==> src/hdl/dtf_pkg.sv <==
// dtf_pkg: character codes, widths and the power-of-ten table for the
// decimal text to fixed-point converter. no dependencies.
`default_nettype none

package dtf_pkg;

  localparam int MANT_W  = 60;   // holds up to 18 decimal digits
  localparam int CNT_W   = 5;    // digit and fraction digit counters
  localparam int VALUE_W = 64;
  localparam int FB_W    = 6;
  localparam int STEP_W  = 7;    // divider steps, up to 60 + 32

  localparam logic [FB_W-1:0] FB_MAX   = 6'd32;
  localparam logic [FB_W-1:0] FB_RESET = 6'd16;

  localparam logic [7:0] CH_ZERO  = 8'h30;
  localparam logic [7:0] CH_NINE  = 8'h39;
  localparam logic [7:0] CH_PLUS  = 8'h2b;
  localparam logic [7:0] CH_MINUS = 8'h2d;
  localparam logic [7:0] CH_POINT = 8'h2e;
  localparam logic [7:0] CH_TAB   = 8'h09;
  localparam logic [7:0] CH_CR    = 8'h0d;
  localparam logic [7:0] CH_SPACE = 8'h20;

  typedef logic [MANT_W-1:0] mant_t;
  typedef logic [VALUE_W-1:0] value_t;

  // 10^n for n = 0..18
  function automatic mant_t pow10(input logic [CNT_W-1:0] n);
    mant_t p;
    unique case (n)
      5'd0:    p = 60'd1;
      5'd1:    p = 60'd10;
      5'd2:    p = 60'd100;
      5'd3:    p = 60'd1000;
      5'd4:    p = 60'd10000;
      5'd5:    p = 60'd100000;
      5'd6:    p = 60'd1000000;
      5'd7:    p = 60'd10000000;
      5'd8:    p = 60'd100000000;
      5'd9:    p = 60'd1000000000;
      5'd10:   p = 60'd10000000000;
      5'd11:   p = 60'd100000000000;
      5'd12:   p = 60'd1000000000000;
      5'd13:   p = 60'd10000000000000;
      5'd14:   p = 60'd100000000000000;
      5'd15:   p = 60'd1000000000000000;
      5'd16:   p = 60'd10000000000000000;
      5'd17:   p = 60'd100000000000000000;
      5'd18:   p = 60'd1000000000000000000;
      default: p = 60'd1;
    endcase
    return p;
  endfunction

endpackage

`default_nettype wire

==> src/hdl/decimal_text_to_fixed.sv <==
// decimal_text_to_fixed: parses decimal text, one character per item, into
// a signed 64-bit fixed-point number. depends on dtf_pkg.
`default_nettype none

// channel   direction  handshake                payload
// -------   ---------  -----------------------  ---------------------------
// input     in         in_valid / in_stall      ch, start_req
// output    out        out_valid / out_stall    value, overflow, empty_res
// config    in         cfg_wr_en                cfg_wr_data (fraction_bits)
//
// whitespace, sign, digit and point items are taken without raising in_stall.
// the item that ends a number starts a restoring divider that retires one
// quotient bit per cycle: 60 + fraction_bits steps (fraction_bits clamped
// to 32), then the result is loaded, in_stall high meanwhile.
// a string with no digits skips the division steps. rst is synchronous.
// a result held by out_stall does not block input, but a finished division
// waits for it to leave before loading, with in_stall still high.

module decimal_text_to_fixed import dtf_pkg::*; #(
  parameter int MAX_DIGITS = 18
) (
  input  wire logic               clk,
  input  wire logic               rst,
  input  wire logic               in_valid,
  output      logic               in_stall,
  input  wire logic [7:0]         ch,
  input  wire logic               start_req,
  output      logic               out_valid,
  input  wire logic               out_stall,
  output      logic [VALUE_W-1:0] value,
  output      logic               overflow,
  output      logic               empty_res,
  input  wire logic               cfg_wr_en,
  input  wire logic [FB_W-1:0]    cfg_wr_data
);

  // parser phases, plus the divider phase
  localparam logic [2:0] PH_DONE = 3'd0;
  localparam logic [2:0] PH_SKIP = 3'd1;
  localparam logic [2:0] PH_INT  = 3'd2;
  localparam logic [2:0] PH_FRAC = 3'd3;
  localparam logic [2:0] PH_DIV  = 3'd4;

  localparam value_t LIMIT_POS = {1'b0, {(VALUE_W-1){1'b1}}};
  localparam value_t LIMIT_NEG = {1'b1, {(VALUE_W-1){1'b0}}};

  logic [2:0]       phase, phase_next;
  logic             negative, negative_next;
  mant_t            mantissa, mantissa_next;   // also the dividend shift register
  logic [CNT_W-1:0] fraction_count, fraction_count_next;
  logic [CNT_W-1:0] digit_count, digit_count_next;
  logic             too_many, too_many_next;
  logic [FB_W-1:0]  frac_bits;

  // divider
  mant_t            div_p, div_p_next;         // 10^fraction_count
  mant_t            rem, rem_next;
  value_t           quo, quo_next;
  logic             q_ovf, q_ovf_next;         // a quotient bit fell off the top
  logic [STEP_W-1:0] steps, steps_next;

  logic             out_valid_next, load_out;
  value_t           value_next;
  logic             overflow_next, empty_next;

  // character classes
  logic             is_ws, is_digit, is_sign;
  logic [3:0]       dval;
  logic [2:0]       cls_phase;

  logic [FB_W-1:0]  fb;
  logic [MANT_W:0]  r_shift;
  logic             r_ge;
  value_t           limit, mag;
  logic             res_ovf;

  mant_t            mant_base;
  logic [CNT_W-1:0] dc_base, fc_base;
  logic             tm_base, neg_base;

  assign in_stall = (phase == PH_DIV);

  assign is_ws    = ((ch >= CH_TAB) && (ch <= CH_CR)) || (ch == CH_SPACE);
  assign is_digit = (ch >= CH_ZERO) && (ch <= CH_NINE);
  assign is_sign  = (ch == CH_PLUS) || (ch == CH_MINUS);
  assign dval     = 4'(ch - CH_ZERO);
  assign fb       = (frac_bits > FB_MAX) ? FB_MAX : frac_bits;

  // a new start clears the number before this character is looked at
  assign mant_base = start_req ? '0 : mantissa;
  assign dc_base   = start_req ? '0 : digit_count;
  assign fc_base   = start_req ? '0 : fraction_count;
  assign tm_base   = start_req ? 1'b0 : too_many;
  assign neg_base  = start_req ? 1'b0 : negative;

  // a non-blank, non-sign character in the skip phase is handled as integer part
  always_comb begin
    priority if (start_req || phase == PH_SKIP) begin
      cls_phase = (is_ws || is_sign) ? PH_SKIP : PH_INT;
    end else begin
      cls_phase = phase;
    end
  end

  // one restoring division step
  assign r_shift = {rem, mantissa[MANT_W-1]};
  assign r_ge    = (r_shift >= {1'b0, div_p});

  // final saturation
  assign limit   = negative ? LIMIT_NEG : LIMIT_POS;
  assign res_ovf = too_many || q_ovf || (quo > limit);
  assign mag     = res_ovf ? limit : quo;

  always_comb begin
    phase_next          = phase;
    negative_next       = negative;
    mantissa_next       = mantissa;
    fraction_count_next = fraction_count;
    digit_count_next    = digit_count;
    too_many_next       = too_many;
    div_p_next          = div_p;
    rem_next            = rem;
    quo_next            = quo;
    q_ovf_next          = q_ovf;
    steps_next          = steps;
    load_out            = 1'b0;
    value_next          = value;
    overflow_next       = overflow;
    empty_next          = empty_res;

    if (phase == PH_DIV) begin
      if (steps != '0) begin
        mantissa_next = {mantissa[MANT_W-2:0], 1'b0};
        rem_next      = r_ge ? MANT_W'(r_shift - {1'b0, div_p}) : MANT_W'(r_shift);
        quo_next      = {quo[VALUE_W-2:0], r_ge};
        q_ovf_next    = q_ovf | quo[VALUE_W-1];
        steps_next    = steps - 1'b1;
      end else if (!out_valid || !out_stall) begin
        load_out   = 1'b1;
        phase_next = PH_DONE;
        if (digit_count == '0) begin
          value_next    = '0;
          overflow_next = 1'b0;
          empty_next    = 1'b1;
        end else begin
          value_next    = negative ? (value_t'(0) - mag) : mag;
          overflow_next = res_ovf;
          empty_next    = 1'b0;
        end
      end
    end else if (in_valid && cls_phase != PH_DONE) begin
      mantissa_next       = mant_base;
      digit_count_next    = dc_base;
      fraction_count_next = fc_base;
      too_many_next       = tm_base;
      negative_next       = neg_base;
      if (cls_phase == PH_SKIP) begin
        if (is_ws) begin
          phase_next = PH_SKIP;
        end else begin
          phase_next    = PH_INT;
          negative_next = (ch == CH_MINUS);
        end
      end else if (is_digit) begin
        phase_next = cls_phase;
        if (dc_base < CNT_W'(MAX_DIGITS)) begin
          mantissa_next    = MANT_W'({mant_base, 3'b000} + {mant_base, 1'b0} + dval);
          digit_count_next = dc_base + 1'b1;
          if (cls_phase == PH_FRAC) begin
            fraction_count_next = fc_base + 1'b1;
          end
        end else begin
          too_many_next = 1'b1;
        end
      end else if (ch == CH_POINT && cls_phase == PH_INT) begin
        phase_next = PH_FRAC;
      end else begin
        // end of the number: divide mantissa * 2^fb by 10^fraction_count
        phase_next = PH_DIV;
        div_p_next = pow10(fc_base);
        rem_next   = '0;
        quo_next   = '0;
        q_ovf_next = 1'b0;
        steps_next = (dc_base == '0) ? '0 : STEP_W'(MANT_W) + STEP_W'(fb);
      end
    end
  end

  always_comb begin
    out_valid_next = out_valid && out_stall;
    if (load_out) begin
      out_valid_next = 1'b1;
    end
  end

  always_ff @(posedge clk) begin
    if (rst) begin
      phase          <= PH_DONE;
      negative       <= 1'b0;
      mantissa       <= '0;
      fraction_count <= '0;
      digit_count    <= '0;
      too_many       <= 1'b0;
      frac_bits      <= FB_RESET;
      out_valid      <= 1'b0;
      steps          <= '0;
    end else begin
      phase          <= phase_next;
      negative       <= negative_next;
      mantissa       <= mantissa_next;
      fraction_count <= fraction_count_next;
      digit_count    <= digit_count_next;
      too_many       <= too_many_next;
      out_valid      <= out_valid_next;
      steps          <= steps_next;
      if (cfg_wr_en) begin
        frac_bits <= cfg_wr_data;
      end
    end
  end

  // datapath, no reset needed
  always_ff @(posedge clk) begin
    div_p     <= div_p_next;
    rem       <= rem_next;
    quo       <= quo_next;
    q_ovf     <= q_ovf_next;
    value     <= value_next;
    overflow  <= overflow_next;
    empty_res <= empty_next;
  end

endmodule

`default_nettype wire
==> config.mk <==
export PLATFORM = sky130hd
export DESIGN_NAME = decimal_text_to_fixed
export DESIGN_NICKNAME = d
export VERILOG_FILES = /design/src/hdl/dtf_pkg.sv /design/src/hdl/decimal_text_to_fixed.sv
export SDC_FILE = /design/constraint.sdc
export NUM_CORES = 1
export LEC_CHECK = 0
export ABC_AREA = 1
export BUFFER_PORTS_ARGS = -buffer_cell sky130_fd_sc_hd__clkbuf_2
export CAP_MARGIN = 30
export CORE_MARGIN = 4
export CORE_UTILIZATION = 40
export CTS_CLUSTER_DIAMETER = 120
export DETAILED_ROUTE_END_ITERATION = 8
export PLACE_DENSITY = 0.66
export SETUP_SLACK_MARGIN = 0.1
export SYNTH_ARGS = -nofsm -noshare
export SYNTH_HDL_FRONTEND = slang
export SYNTH_SLANG_ARGS = --single-unit
==> constraint.sdc <==
create_clock -name clk -period 9.1 [get_ports clk]
set_clock_uncertainty 0.05 [all_clocks]
set_input_delay 2.73 -clock clk [delete_from_list [all_inputs] [get_ports clk]]
set_output_delay 2.73 -clock clk [all_outputs]
set_load 0.1 [all_outputs]
==> metrics.cfg <==
[outcome]
status=complete, no violations

[clock_network]
post_cts_resized=0
numClockSinks=331
cts_tree=done
hold_buffers=0
worstSkewPairLatency_ns=0.59
clock_tree.root_cell=clkbuf_16
clock_path_buffers=3
cts_buffers=42
cts.clk_slew.worst_paths_ns=0.05
postCtsSetupBuffers=0
cts.htree.levels=2

[placement]
port_buffers=87
dpl-instance-area_um2=29070
dpl.hpwl_um=61750
gp_congestion=0.9880
dp_slack_ns=1.619

[synth]
avgSynthCellArea_um2=7.005
yosysWarnings=0
syn_area_um2=27810
synthTopCellsByArea=edfxtp_1 26%, ha_1 11%, nand2_1 9.3%, nor2_1 8.4%, a21oi_1 8.3%
yosysUniqueCellTypes=62
synth-seq-area-share_pct=32.54
yosys.area.top_type=edfxtp_1
yosys.area.top_type_share_pct=26.13
syn_inst=3970
ys_seq_elements=331
synth_ff_type=edfxtp_1
async_flop_share_pct=0
syn_nets=4242
synth-edff-count=242

[floorplan]
die_x_um=271.7
start_util_pct=40.47
die_h_um=271.7
core_um2=68710
rows=96
die_area_um2=73800
ioPinCount=88

[final_layout]
final_nets=4272
fin_util_pct=44.43
drive_gt1_share_pct=5.901
areaGrowthSynthToFinish_pct=9.786
layout_common_cells=687 x nand2_1, 624 x nor2_1, 532 x inv_1
final_common_cell=nand2_1
fin_area_um2=30530

[sta]
worst_slack_ns=2.113
min_period_ns=6.987
fin_setup_tns_ns=0
rsz0062_at_grt=false
fmax_mhz=143.1
slew_viol_final=0
finalSetupViolCount=0
final-hold-violation-count=0
worst_pin_slew_ns=0.9685
min_period_over_period_pct=76.79
slew_headroom_pct=35.36

[drt]
wl_per_cell_um=16.40
drtAntennaViolNets=0
drcViolationCount=0
vias_per_cell=5.380
wl_um=81460
first_iter_violations=2046
drtPass1Iterations=5
num_vias=26720

[worst_setup_path]
critPathBufInv=4
slowest_delay_ns=0.53
worstPathArrival_ns=7.34
cp_cell_sequence=clkbuf_2, clkinv_1, nand2_1, inv_1, fa_1, fa_1, nand3_1, nand3_1, a21oi_1, o21ai_0, a21oi_1, o21ai_0, buf_4, nand3_1, nand2_1, nand2_1, nand3_1, o21ai_0, nand2_1, o211ai_1, a21oi_1
path_depth=21
worstSetupStartpointType=input pin
critPathTopFamily=compound AO/OA/AOI/OAI gates
endpoint_kind=flip-flop
r2r_cells=25
crit_fanout=21
critPathKind=in2reg
cpMaxStageDelayCell=clkinv_1
r2r_slack_ns=3.09
crit_required_ns=9.46

[pwr]
power_mw=6.489
ir_drop_mv=0.1442
leakagePower_nw=13.20
powerDensity_nw_per_um2=212.6

[global_routing]
grt_use_total_pct=21.55
grt_pass1_vias=25490
antenna_found_initial=4
grt_pass1_wl_um=132300
globalRoute.totalOverflow=0
grt_max_degree=90

[run]
cap_viol_max_count=0

[hold_path]
holdPathStages=2
hp-class=reg2reg

-- where the power goes --
group	internal, mW	leakage (nW)	switching (mW)
combinational	0.752	9.52	1.90
clock	1.04	0.687	0.695
sequential	1.93	3.00	0.163
-- synthesized netlist by cell type, types with 9 or more instances --
cell type,n
a21o_1,9
a21oi_1,461
a31oi_1,54
buf_1,14
buf_2,26
clkbuf_1,72
dfxtp_1,89
edfxtp_1,242
ha_1,249
inv_1,533
nand2_1,688
nand3_1,245
nand4_1,23
nor2_1,625
nor2_2,12
nor3_1,46
o211ai_1,38
o21a_1,22
o21ai_0,278
o21ai_1,10
o221ai_1,12
o31ai_1,14
xnor2_1,48
xor2_1,38
-- area by class of cell --
type / count / area, um2
diodes: 3 / 7.507
clock buffers: 53 / 1185
clock inverters: 24 / 262.8
fillers: 7117 / 38180
inverters: 539 / 2026
multi-input cells: 2974 / 16190
flip-flops and latches: 331 / 9052
well taps: 931 / 1165
repair buffers: 112 / 643.1
-- path summary, 6_finish.rpt --
| path | from | to |
|---|---|---|
| worst min-delay path | phase[2] | phase[2] |
| worst max-delay path | start_req | mantissa[56] |
| worst min register to register | phase[2] | phase[2] |
| worst max register to register | negative | value[60] |
-- cell families after synthesis --
kind of cell	after synthesis	synth area share (%)
adder cells (fa/ha/maj)	252	11.42
AND/OR/NAND/NOR	1681	24.90
flip-flops	331	32.54
AO/OA/AOI/OAI	955	19.01
XOR/XNOR	86	2.709
buffers and inverters	665	9.422
-- layer usage --
layer	global-route usage, %	share of wire (%)
met5	0	0
met4	7.527	3.5
met3	2.864	5.8
met2	34.84	44
met1	29.70	47
-- state kept, by name, indices dropped and copies added, names as in the netlist --
name,flops
quo,64
phase,3
mantissa,60
digit_count,5
out_valid,1
fraction_count,5
empty_res,1
too_many,1
steps,7
overflow,1
q_ovf,1
negative,1
frac_bits,6
value,64
div_p,51
rem,60
-- through the flow --
stage | instances | hold WS (ns)
floorplan | 3970 | 0.3936
global placement | 4886 | 0.4045
detailed placement | 4887 | 0.4051
CTS | 4964 | 0.4134
global route | 4967 | 0.4287
finish | 4967 | 0.4126
-- worst reg2reg max path: stages, from the launching register on --
cell and delay (ns):
dfxtp_4 0.77, buf_4 0.80, ha_1 0.43, a21oi_1 0.14
nor2_1 0.05, nor2_1 0.08, nand2_1 0.07, nand2_1 0.05
nand2_1 0.07, nand2_1 0.07, nand2_1 0.05, nand2_1 0.05
nand2_1 0.07, nand2_4 0.50, nand2_4 0.22, nand2_4 0.68
buf_4 0.51, nand3_1 0.16, nor2_1 0.19, nand2_1 0.13
nor2_1 0.10, nand2_1 0.09, nand2_1 0.21, nand3_1 0.12
nand2_1 0.07, nor2_1 0.04
(Power assumes the default switching activity.)
